===== src/luma_key_mixer_core_defines.svh =====
// Assertion macros for the luma key mixer core.
// Used by luma_key_mixer_core.sv; expects clk and rst_n in the including scope.
`ifndef LUMA_KEY_MIXER_CORE_DEFINES_SVH
`define LUMA_KEY_MIXER_CORE_DEFINES_SVH
`ifndef SYNTHESIS
// Antecedent implies consequent in the same cycle.
`define LKM_ASSERT_IMPLY(label, ante, cons) \
    label: assert property (@(posedge clk) disable iff (!rst_n) (ante) |-> (cons)) \
        else $error("luma key mixer: check failed");
// Antecedent implies consequent, delayed by the dly argument.
`define LKM_ASSERT_DELAY(label, ante, dly, cons) \
    label: assert property (@(posedge clk) disable iff (!rst_n) (ante) |-> ##dly (cons)) \
        else $error("luma key mixer: latency check failed");
`else
`define LKM_ASSERT_IMPLY(label, ante, cons)
`define LKM_ASSERT_DELAY(label, ante, dly, cons)
`endif
`endif


===== src/lkm_pkg.sv =====
// Types and constants shared by the luma key mixer core.
// No dependencies; used by luma_key_mixer_core.sv.
package lkm_pkg;

    // Configuration port geometry.
    localparam int CFG_INDEX_W = 3;
    localparam int CFG_DATA_W  = 8;

    // Configuration register indexes.
    typedef enum logic [CFG_INDEX_W-1:0] {
        REG_OPACITY        = 3'd0,
        REG_LOW_THRESHOLD  = 3'd1,
        REG_HIGH_THRESHOLD = 3'd2,
        REG_SOFTNESS       = 3'd3,
        REG_INVERT_KEY     = 3'd4
    } cfg_reg_t;

    // Register reset values.
    localparam logic [7:0] OPACITY_RESET        = 8'd255;
    localparam logic [7:0] LOW_THRESHOLD_RESET  = 8'd0;
    localparam logic [7:0] HIGH_THRESHOLD_RESET = 8'd50;
    localparam logic [7:0] SOFTNESS_RESET       = 8'd20;
    localparam logic       INVERT_KEY_RESET     = 1'b0;

    // Arithmetic constants.
    localparam logic [7:0]  ALPHA_MAX    = 8'd255;
    localparam logic [8:0]  WEIGHT_ONE   = 9'd256;
    localparam logic [23:0] WEIGHT_ROUND = 24'd32512;
    localparam logic [16:0] WEIGHT_DIV   = 17'd65025;
    // 2^32 / 65025 is approximated from below by 2^16 + 515.
    localparam logic [9:0]  RECIP_LOW    = 10'd515;
    localparam logic [16:0] MIX_ROUND    = 17'd128;

    // Where the foreground luma falls relative to the key window.
    typedef enum logic [1:0] {
        REGION_INSIDE,
        REGION_LOW_RAMP,
        REGION_HIGH_RAMP,
        REGION_OUTSIDE
    } key_region_t;

    // One input pixel pair.
    typedef struct packed {
        logic [7:0] fg_luma;
        logic [7:0] fg_blue_diff;
        logic [7:0] fg_red_diff;
        logic [7:0] bg_luma;
        logic [7:0] bg_blue_diff;
        logic [7:0] bg_red_diff;
    } pixel_t;

    // One mixed output pixel.
    typedef struct packed {
        logic [7:0] out_luma;
        logic [7:0] out_blue_diff;
        logic [7:0] out_red_diff;
    } result_t;

endpackage


===== src/luma_key_mixer_core.sv =====
// Luma key mixer core: soft luma key, opacity weight and three-component blend.
// Depends on lkm_pkg and luma_key_mixer_core_defines.svh.
//
// Usage:
//   A pixel pair is taken on pixel at any rising edge where start is high and
//   busy is low. busy stays low, so one pixel pair can enter every clock.
//   The mixed pixel appears on result with done high for exactly one cycle,
//   as it leaves the blend stage. Results leave in the order the pixels
//   entered.
//   Throughput is one pixel per clock; each pixel passes through 19 pipeline
//   stages: the input register, key classification, the ramp numerator, eight
//   one-bit stages of the restoring divider for the ramp, alpha, the opacity
//   product, five stages of the reciprocal division by 65025, and the blend.
//   The receiver cannot stall the block; a result is gone after its cycle.
//   Registers are written over cfg_valid/cfg_ready/cfg_index/cfg_data;
//   cfg_ready is always high and indexes past the list are ignored. Write
//   registers only while no pixel is in flight.
//   Reset (rst_n low) empties the pipeline and restores register defaults:
//   opacity 255, thresholds 0 and 50, softness 20, no key inversion.
`include "luma_key_mixer_core_defines.svh"

module luma_key_mixer_core (
    input  logic                                clk,
    input  logic                                rst_n,
    input  logic                                start,
    output logic                                busy,
    input  lkm_pkg::pixel_t                     pixel,
    output logic                                done,
    output lkm_pkg::result_t                    result,
    input  logic                                cfg_valid,
    output logic                                cfg_ready,
    input  logic [lkm_pkg::CFG_INDEX_W-1:0]     cfg_index,
    input  logic [lkm_pkg::CFG_DATA_W-1:0]      cfg_data
);

    // Stage numbering of the pipeline.
    localparam int ST_CLASS   = 1;
    localparam int ST_NUM     = 2;
    localparam int DIV_STEPS  = 8;
    localparam int ST_DIV0    = 3;
    localparam int ST_ALPHA   = ST_DIV0 + DIV_STEPS;
    localparam int ST_PROD    = ST_ALPHA + 1;
    localparam int ST_X       = ST_PROD + 1;
    localparam int ST_XM      = ST_X + 1;
    localparam int ST_QEST    = ST_XM + 1;
    localparam int ST_REM     = ST_QEST + 1;
    localparam int ST_WEIGHT  = ST_REM + 1;
    localparam int ST_MIX     = ST_WEIGHT + 1;
    localparam int NUM_STAGES = ST_MIX + 1;
    localparam int LATENCY    = NUM_STAGES;

    // Configuration registers.
    logic [7:0] opacity_reg;
    logic [7:0] low_thr_reg;
    logic [7:0] high_thr_reg;
    logic [7:0] softness_reg;
    logic       invert_reg;

    // Pipeline control and payload.
    logic                   accept;
    logic [NUM_STAGES-1:0]  valid_reg;
    lkm_pkg::pixel_t        pix_reg [0:NUM_STAGES-2];
    logic                   div_in_ramp;

    // Per-stage data registers.
    lkm_pkg::key_region_t   region1_reg;
    logic [7:0]             dist_reg;
    lkm_pkg::key_region_t   region2_reg;
    logic [16:0]            num_reg;
    lkm_pkg::key_region_t   div_region_reg [0:DIV_STEPS-1];
    logic [16:0]            div_rem_reg    [0:DIV_STEPS-1];
    logic [7:0]             div_quo_reg    [0:DIV_STEPS-1];
    logic [7:0]             alpha_reg;
    logic [15:0]            prod_reg;
    logic [23:0]            x_reg;
    logic [23:0]            x2_reg;
    logic [33:0]            xm_reg;
    logic [23:0]            x3_reg;
    logic [8:0]             qest_reg;
    logic [8:0]             q4_reg;
    logic [16:0]            rem_w_reg;
    logic [8:0]             weight_reg;
    lkm_pkg::result_t       result_reg;

    // Next values.
    logic [7:0]             thr_min;
    logic [7:0]             thr_max;
    lkm_pkg::key_region_t   region_next;
    logic [7:0]             dist_next;
    logic [16:0]            num_next;
    logic [7:0]             alpha_next;
    logic [15:0]            prod_next;
    logic [23:0]            x_next;
    logic [33:0]            xm_next;
    logic [8:0]             qest_next;
    logic [16:0]            rem_w_next;
    logic [8:0]             weight_next;
    lkm_pkg::result_t       result_next;

    // The block never pushes back on either channel.
    assign busy      = 1'b0;
    assign cfg_ready = 1'b1;
    assign accept    = start && !busy;
    assign done      = valid_reg[ST_MIX];
    assign result    = result_reg;

    // Configuration writes; unknown indexes are dropped.
    always_ff @(posedge clk or negedge rst_n)
    begin
        if (!rst_n)
        begin
            opacity_reg  <= lkm_pkg::OPACITY_RESET;
            low_thr_reg  <= lkm_pkg::LOW_THRESHOLD_RESET;
            high_thr_reg <= lkm_pkg::HIGH_THRESHOLD_RESET;
            softness_reg <= lkm_pkg::SOFTNESS_RESET;
            invert_reg   <= lkm_pkg::INVERT_KEY_RESET;
        end
        else if (cfg_valid && cfg_ready)
        begin
            case (cfg_index)
                lkm_pkg::REG_OPACITY:        opacity_reg  <= cfg_data;
                lkm_pkg::REG_LOW_THRESHOLD:  low_thr_reg  <= cfg_data;
                lkm_pkg::REG_HIGH_THRESHOLD: high_thr_reg <= cfg_data;
                lkm_pkg::REG_SOFTNESS:       softness_reg <= cfg_data;
                lkm_pkg::REG_INVERT_KEY:     invert_reg   <= cfg_data[0];
                default:                     ;
            endcase
        end
    end

    // Valid bits travel down the pipeline with the data.
    always_ff @(posedge clk or negedge rst_n)
    begin
        if (!rst_n)
        begin
            valid_reg <= '0;
        end
        else
        begin
            valid_reg <= {valid_reg[NUM_STAGES-2:0], accept};
        end
    end

    // Pixel payload shift line.
    always_ff @(posedge clk)
    begin
        pix_reg[0] <= pixel;
        for (int i = 1; i < NUM_STAGES - 1; i++)
        begin
            pix_reg[i] <= pix_reg[i-1];
        end
    end

    // Stage 1: classify the foreground luma against the ordered window.
    always_comb
    begin
        logic [7:0] y;
        y = pix_reg[0].fg_luma;
        thr_min = (low_thr_reg < high_thr_reg) ? low_thr_reg : high_thr_reg;
        thr_max = (low_thr_reg < high_thr_reg) ? high_thr_reg : low_thr_reg;
        dist_next = 8'(y - thr_max);
        if (y >= thr_min && y <= thr_max)
        begin
            region_next = lkm_pkg::REGION_INSIDE;
        end
        else if (softness_reg != 8'd0 && y < thr_min &&
                 (9'(y) + 9'(softness_reg)) >= 9'(thr_min))
        begin
            region_next = lkm_pkg::REGION_LOW_RAMP;
            dist_next   = 8'(9'(y) + 9'(softness_reg) - 9'(thr_min));
        end
        else if (softness_reg != 8'd0 && y > thr_max &&
                 9'(y) <= (9'(thr_max) + 9'(softness_reg)))
        begin
            region_next = lkm_pkg::REGION_HIGH_RAMP;
        end
        else
        begin
            region_next = lkm_pkg::REGION_OUTSIDE;
        end
    end

    // Stage 2: ramp numerator dist * 255 + softness / 2.
    assign num_next = (17'(dist_reg) << 8) - 17'(dist_reg) + 17'(softness_reg >> 1);

    always_ff @(posedge clk)
    begin
        region1_reg <= region_next;
        dist_reg    <= dist_next;
        region2_reg <= region1_reg;
        num_reg     <= num_next;
    end

    // Stages 3 to 10: restoring divider by softness, one quotient bit a stage.
    for (genvar g = 0; g < DIV_STEPS; g++) begin : g_div
        logic [16:0]          rem_in;
        logic [7:0]           quo_in;
        lkm_pkg::key_region_t region_in;
        logic [16:0]          div_shift;
        logic [16:0]          rem_next;
        logic [7:0]           quo_next;

        if (g == 0) begin : g_first
            assign rem_in    = num_reg;
            assign quo_in    = '0;
            assign region_in = region2_reg;
        end
        else begin : g_rest
            assign rem_in    = div_rem_reg[g-1];
            assign quo_in    = div_quo_reg[g-1];
            assign region_in = div_region_reg[g-1];
        end

        // Compare against softness shifted to this bit and subtract on a hit.
        always_comb
        begin
            div_shift = 17'(softness_reg) << (DIV_STEPS - 1 - g);
            rem_next  = rem_in;
            quo_next  = quo_in;
            if (rem_in >= div_shift)
            begin
                rem_next = rem_in - div_shift;
                quo_next[DIV_STEPS-1-g] = 1'b1;
            end
        end

        always_ff @(posedge clk)
        begin
            div_rem_reg[g]    <= rem_next;
            div_quo_reg[g]    <= quo_next;
            div_region_reg[g] <= region_in;
        end
    end

    // Stage 11: alpha from region and ramp quotient, then optional inversion.
    always_comb
    begin
        logic [7:0] quo;
        quo = div_quo_reg[DIV_STEPS-1];
        case (div_region_reg[DIV_STEPS-1])
            lkm_pkg::REGION_INSIDE:    alpha_next = 8'd0;
            lkm_pkg::REGION_LOW_RAMP:  alpha_next = lkm_pkg::ALPHA_MAX - quo;
            lkm_pkg::REGION_HIGH_RAMP: alpha_next = quo;
            default:                   alpha_next = lkm_pkg::ALPHA_MAX;
        endcase
        if (invert_reg)
        begin
            alpha_next = lkm_pkg::ALPHA_MAX - alpha_next;
        end
    end

    // Stages 12 to 14: opacity product, rounded numerator, reciprocal product.
    assign prod_next = 16'(alpha_reg) * 16'(opacity_reg);
    assign x_next    = (24'(prod_reg) << 8) + lkm_pkg::WEIGHT_ROUND;
    assign xm_next   = 34'(x_reg) * 34'(lkm_pkg::RECIP_LOW);

    // Stage 15: quotient estimate, at most one below the true quotient.
    always_comb
    begin
        logic [40:0] recip_sum;
        recip_sum = (41'(x2_reg) << 16) + 41'(xm_reg);
        qest_next = recip_sum[40:32];
    end

    // Stage 16: remainder of the estimate, q * 65025 = q * 2^16 - q * 2^9 + q.
    always_comb
    begin
        logic [24:0] qm;
        logic [24:0] diff;
        qm         = (25'(qest_reg) << 16) - (25'(qest_reg) << 9) + 25'(qest_reg);
        diff       = 25'(x3_reg) - qm;
        rem_w_next = diff[16:0];
    end

    // Stage 17: correct the estimate by one where the remainder allows.
    assign weight_next = (rem_w_reg >= lkm_pkg::WEIGHT_DIV) ? q4_reg + 9'd1 : q4_reg;

    always_ff @(posedge clk)
    begin
        alpha_reg  <= alpha_next;
        prod_reg   <= prod_next;
        x_reg      <= x_next;
        x2_reg     <= x_reg;
        xm_reg     <= xm_next;
        x3_reg     <= x2_reg;
        qest_reg   <= qest_next;
        q4_reg     <= qest_reg;
        rem_w_reg  <= rem_w_next;
        weight_reg <= weight_next;
    end

    // Blend one component: (f * w + b * (256 - w) + 128) >> 8.
    function automatic logic [7:0] mix_comp(input logic [7:0] f, input logic [7:0] b,
                                            input logic [8:0] w);
        logic [16:0] acc;
        acc = 17'(f) * 17'(w) + 17'(b) * 17'(lkm_pkg::WEIGHT_ONE - w) + lkm_pkg::MIX_ROUND;
        return acc[15:8];
    endfunction

    // Stage 18: blend the three components into the output register.
    always_comb
    begin
        lkm_pkg::pixel_t p;
        p = pix_reg[ST_MIX-1];
        result_next.out_luma      = mix_comp(p.fg_luma, p.bg_luma, weight_reg);
        result_next.out_blue_diff = mix_comp(p.fg_blue_diff, p.bg_blue_diff, weight_reg);
        result_next.out_red_diff  = mix_comp(p.fg_red_diff, p.bg_red_diff, weight_reg);
    end

    always_ff @(posedge clk)
    begin
        result_reg <= result_next;
    end

    // A valid transaction leaves the last divider stage on one of the ramps.
    assign div_in_ramp = valid_reg[ST_ALPHA-1] &&
                         (div_region_reg[DIV_STEPS-1] inside
                          {lkm_pkg::REGION_LOW_RAMP, lkm_pkg::REGION_HIGH_RAMP});

    // Every accepted pixel yields exactly one result, and no result appears without one.
    `LKM_ASSERT_DELAY(a_result_follows, accept, LATENCY, done)
    `LKM_ASSERT_DELAY(a_no_spurious_result, !accept, LATENCY, !done)
    // The ramp divider leaves a remainder below the divisor.
    `LKM_ASSERT_IMPLY(a_div_remainder, div_in_ramp, div_rem_reg[DIV_STEPS-1] < 17'(softness_reg))
    // The corrected weight never exceeds full foreground.
    `LKM_ASSERT_IMPLY(a_weight_range, valid_reg[ST_WEIGHT], weight_reg <= lkm_pkg::WEIGHT_ONE)

endmodule


===== config.mk =====
export PLATFORM = sky130hd
export DESIGN_NAME = luma_key_mixer_core
export DESIGN_NICKNAME = d
export VERILOG_FILES = /design/src/lkm_pkg.sv /design/src/luma_key_mixer_core.sv
export VERILOG_INCLUDE_DIRS = /design/src /design/src/src
export SDC_FILE = /design/constraint.sdc
export NUM_CORES = 2
export LEC_CHECK = 0
export BUFFER_PORTS_ARGS = -buffer_cell sky130_fd_sc_hd__buf_2
export CORE_ASPECT_RATIO = 1.4
export CORE_MARGIN = 2
export CORE_UTILIZATION = 55
export CTS_BUF_LIST = sky130_fd_sc_hd__clkbuf_4 sky130_fd_sc_hd__clkbuf_8 sky130_fd_sc_hd__clkbuf_16
export CTS_CLUSTER_SIZE = 20
export DETAILED_ROUTE_END_ITERATION = 16
export PLACE_DENSITY = 0.8
export RECOVER_POWER = 100
export SETUP_SLACK_MARGIN = 0.3
export SYNTH_ARGS = -nofsm -noshare
export SYNTH_HDL_FRONTEND = slang
export SYNTH_SLANG_ARGS = --single-unit

===== constraint.sdc =====
create_clock -name clk -period 6.8 [get_ports clk]
set_input_delay 2.04 -clock clk [delete_from_list [all_inputs] [get_ports clk]]
set_output_delay 2.04 -clock clk [all_outputs]
set_load 0.02 [all_outputs]

Word level (Yosys, flattened, before mapping)
Memory sizes are Yosys's and may differ from the RTL's.
Cells that the tools add are included.
- bits in writable memories: 1080
- word-level logic and storage cells: 126
- memories kept: 4
- input bits: 63
- bits in registers: 272
- memories (memory ; words ; width ; rd ports ; clocked after memory_dff ; wr ports ; RTL line ; source):
    pix_reg ; 18 ; 48 ; 18 ; 0 ; 18 ; luma_key_mixer_core.sv:62 ; lkm_pkg::pixel_t pix_reg [0:NUM_STAGES-2];
    div_rem_reg ; 8 ; 17 ; 7 ; 0 ; 8 ; luma_key_mixer_core.sv:71 ; logic [16:0] div_rem_reg [0:DIV_STEPS-1];
    div_quo_reg ; 8 ; 8 ; 8 ; 0 ; 8 ; luma_key_mixer_core.sv:72 ; logic [7:0] div_quo_reg [0:DIV_STEPS-1];
    div_region_reg ; 8 ; 2 ; 8 ; 0 ; 8 ; luma_key_mixer_core.sv:70 ; lkm_pkg::key_region_t div_region_reg [0:DIV_STEPS-1];
- mux-type cells: 25
- $lt $le $gt $ge: 16
- reductions and logical operators: 14
- $add $sub $neg: 29
- multiply operators: 8
- equality and inequality tests: 6
- operators with widths (operator ; count):
    $mux 17 ; 8
    $mul 8x17->16 ; 3
    $add 16x16->16 ; 3
    $add 16x8->16 const B ; 3
    $mul 8x9->16 ; 3
    $add 40x34->41 ; 1
    $mux 8 ; 5
    $mul 24x10->34 const B ; 1
    $sub 17x17->17 ; 2
    $add 24x15->24 const B ; 1
    $pmux 8 s3 ; 1
    $add 8x8->9 ; 2
    $add 17x7->17 ; 1
    $add 17x9->17 ; 1
    $ge 17x10->1 ; 1
    $ge 17x11->1 ; 1
    $ge 17x12->1 ; 1
    $ge 17x13->1 ; 1
    $ge 17x14->1 ; 1
    $ge 17x15->1 ; 1
    $ge 17x16->1 const B ; 1
    $ge 17x8->1 ; 1
    $ge 17x9->1 ; 1
    $sub 16x8->17 ; 1
    other kinds (32) ; 53

Logic depth before layout (Yosys ltp)
- depth after elaboration: 7
- depth in mapped cells: 29

Least setup slack after synthesis
Ideal clock, no wire load.
- path type: reg-to-reg
- start point: register weight_reg[0]
- end point: register result_reg, in the netlist result[14]
- arrival time: 6.714 ns
- buffers on the path: 3
- setup time: 0.120 ns
- stages on the path, launching flop included: 28
- required time: 6.680 ns
- setup slack: -0.034 ns
- path through: dfxtp_1 > clkbuf_1 > clkbuf_1 > inv_1 > ha_1 > xnor2_1 > clkbuf_1 > nand2_1 > fa_1 > inv_1 > ha_1 > inv_1 > fa_1 > inv_1 > fa_1 > fa_1 > inv_1 > fa_1 > inv_1 > ha_1 > or4_4 > a311o_1 > o211ai_2 > o21ai_2 > a41oi_2 > a21boi_0 > nor3_1 > a21oi_1
- RTL lines (item ; RTL line ; source):
    start, declared ; luma_key_mixer_core.sv:82 ; logic [8:0] weight_reg;
    start signal, assigned ; luma_key_mixer_core.sv:289 ; weight_reg <= weight_next;
    end signal, assigned ; luma_key_mixer_core.sv:312 ; result_reg <= result_next;
    end, declared ; luma_key_mixer_core.sv:83 ; lkm_pkg::result_t result_reg;

==> results by group <==
Hold path
  – WHS Endpoint: pix_reg[12][21]
  – Hold path start: pix_reg[11][21]
  – Min-Delay Path Class: register to register
  – WHS Path Cells: 0

Setup path
  – Critical-path cell list: nor4_4 -> nand2_1 -> xnor2_2 -> buf_6 -> nand2_1 -> fa_1 -> fa_1 -> inv_1 -> fa_1 -> fa_1 -> fa_1 -> inv_1 -> fa_1 -> inv_1 -> ha_1 -> nor4_1 -> o211ai_1 -> and3_4 -> a31o_2 -> o41ai_4 -> o21ai_0 -> xnor2_1
  – Cell repeated most along the worst path: fa_1
  – R2R Setup Slk: about 0.35 ns
  – CP max FO: 5
  – CP Launch Type: register
  – R2R depth: 22
  – Worst R2R End: result[7]
  – Worst Path Required: 7.37 ns
  – Setup Crit Path Kind: register to register
  – Setup crit end kind: register
  – CP arrival: 7.02 ns
  – Max stage delay cell, worst path: fa_1
  – Delay of the slowest cell on the worst path: 0.52 ns
  – R2R Path Start: weight_reg[4]

Outcome
  – Status: finished, violations left
  – Violated checks: capacitance limit, slew limit

Detailed routing
  – DR iter-0 viols: 1393
  – # DRC: 0
  – Post-route ant nets: 0
  – Via count: 30000
  – Routed Wire Length: about 94000 um
  – DR vias/cell: between 5 and 6
  – DR WL/cell: 15.8 um
  – DR pass1 iterations: 7

Global route
  – Initial antenna violation count: 2
  – Total grt overflow: 0
  – All-Layer GR Usage: 20.1%
  – Pin count of the biggest net entering global routing: between 50 and 60
  – Vias in the first global route: 32100
  – First-pass GRT wire length: ~160000 um

Yosys
  – Synth unique cells: 84
  – Synth area leaders: dfxtp_1, fa_1, ha_1
  – Post-synth top cells: dfxtp_1, inv_1, fa_1
  – Synth Register Bits: 1258
  – Post-synth top area cell: dfxtp_1
  – Post-synth EDFFs: 0
  – Ys async rst share: under 10%
  – Count leader, synth: dfxtp_1
  – Mapped Avg Cell Area: 11.6 um^2
  – Ys flop type: dfxtp_1
  – Synth top area share: around 46%
  – Post-synthesis net count: 5401
  – Yosys warning count: 0
  – Synth Instances: 4497
  – Sequential share of the synthesized area: 48.7%
  – Mapped Area: 52300 um^2

Final layout
  – Final Non-Filler Cells: 5959
  – Share of layout cells above drive strength 1: 9.09%
  – Final layout net count: 5563
  – Area grow syn2layout: 11.3%
  – Largest register FFs: 864
  – Filler Cells Inserted: 7164

Placed design
  – Placed Cells: ~5700
  – Place WS: 0.132 ns
  – Post-DP HPWL: roughly 70000 um
  – GP Congestion: 0.917
  – Port Buffers: 87

Floorplan
  – IO Count: 90
  – Die ar.: ~98000 um^2
  – Standard-cell rows: 133
  – Die Ht: 369 um
  – Core Area: 94000 um^2
  – Starting density of the core: approximately 56%
  – Die width: 265 um

STA
  – Slew Limit Fails: 96
  – Worst Skew: ~0.042 ns
  – Fin worst setup slack: 0.352 ns
  – Min Tclk post-route: 6.45 ns
  – Sum Neg Setup Slack: 0 ns
  – Slew @ Worst Pin: 2.93 ns
  – Maximum clock rate: around 160 MHz
  – Final setup violating endpoints: 0
  – Slew HR: -95.0%
  – RSZ-0062 raised after global routing: yes
  – Fin crit share: between 90% and 100%
  – Hold Vio Cnt, Final: 0

Clock tree
  – CTS Hold Buffers Added: 0
  – CTS max path bufs: 3
  – Clock root cell: clkbuf_16
  – Clock sink count: approximately 1300
  – Clock transition at path regs: 0.07 ns
  – CTS tree: done
  – H-tree depth: 3
  – Worst skew pair latency: 0.72 ns
  – Num CTS Buffers: 106

Job
  – Max Cap Viol: 3
==> metal layers <==
metal | wire length, um | global-route usage, % | vias up | part of all wire (%)
met5 | 0 | 0 | - | 0
met4 | 4760 | 10.6 | 0 | 5.0
met3 | 4250 | 3.12 | 278 | 4.5
met2 | 50000 | 37.6 | 677 | 53
met1 | 35400 | 21.6 | 14600 | 37
li1 | - | - | 14500 | -
==> critical path, delay by kind of cell (launching register included) <==
family	cells	cell delay, ns
flops	1	0.35
buf+inv	4	0.31
compound gates	4	0.96
fa+ha+maj	7	3.19
xor+xnor	2	0.39
simple gates	5	1.10
==> kinds of logic (layout without fill, tap and decap cells) <==
group / after synthesis / in the layout / synth area share, %
flops: 1258 / 1258 / 48.7
buf+inv: 722 / 968 / 5.22
compound gates: 376 / 376 / 4.61
simple gates: 980 / 980 / 9.62
other cells: 2 / 3 / 0.0144
mux: 88 / 88 / 1.81
xor+xnor: 230 / 230 / 3.85
fa+ha+maj: 841 / 841 / 26.2
==> metrics by stage <==
stage | util [%] | cell area [um^2] | hold slack (ns)
after floorplan | - | 52300 | 0.310
after CTS | 61.6 | 57900 | 0.308
final | 61.9 | 58200 | 0.290
after global placement | 57.6 | 54200 | 0.310
after detailed placement | 57.6 | 54200 | 0.312
after global routing | 61.9 | 58200 | 0.311
==> final cells by class <==
| class | count | area, um^2 | share of cell area, % |
|---|---|---|---|
| Antenna cell | 1 | 2.50 | 0.00430 |
| Clock buffer | 145 | 3060 | 5.25 |
| Clock inverter | 47 | 629 | 1.08 |
| Inverter | 631 | 2370 | 4.07 |
| Multi-Input combinational cell | 2517 | 24300 | 41.7 |
| Sequential cell | 1258 | 25500 | 43.8 |
| Tap cell | 1215 | 1520 | 2.61 |
| Timing Repair Buffer | 145 | 875 | 1.50 |
==> timing repair <==
| item | 4_1_cts | 5_1_grt |
|---|---|---|
| resized for setup | 9 | 51 |
| setup buffers | 0 | 21 |
| setup endpoints to repair | 7 | 11 |
| gates cloned | 0 | 1 |
| pin swaps | 1 | 34 |
==> placed cells by master (no fill, tap or decap), types with 75 or more instances in the layout <==
cell type and n:
and2_1 268, a21oi_1 92, xnor2_1 148, ha_1 417
nor2_1 116, inv_1 625, dfxtp_1 1201, fa_1 421
clkbuf_16 107, nand2_1 332, xor2_1 75, o21ai_0 111
==> worst max-delay path by stage <==
stage | start | to | slack, ns | depth (start not counted)
final | weight_reg[4] | result[7] | 0.35 | 22
after global routing | weight_reg[4] | result[6] | 0.10 | 23
after CTS | weight_reg[0] | result[14] | 0.30 | 25
after detailed placement | weight_reg[2] | result[7] | 0.13 | 21
after global placement | weight_reg[2] | result[7] | 0.30 | 21
after floorplan | weight_reg[0] | result[14] | 0.35 | 27
Power is left out: the tool's default activity adds up to more than one toggle a clock period on the data nets, which glitch-free logic cannot reach.
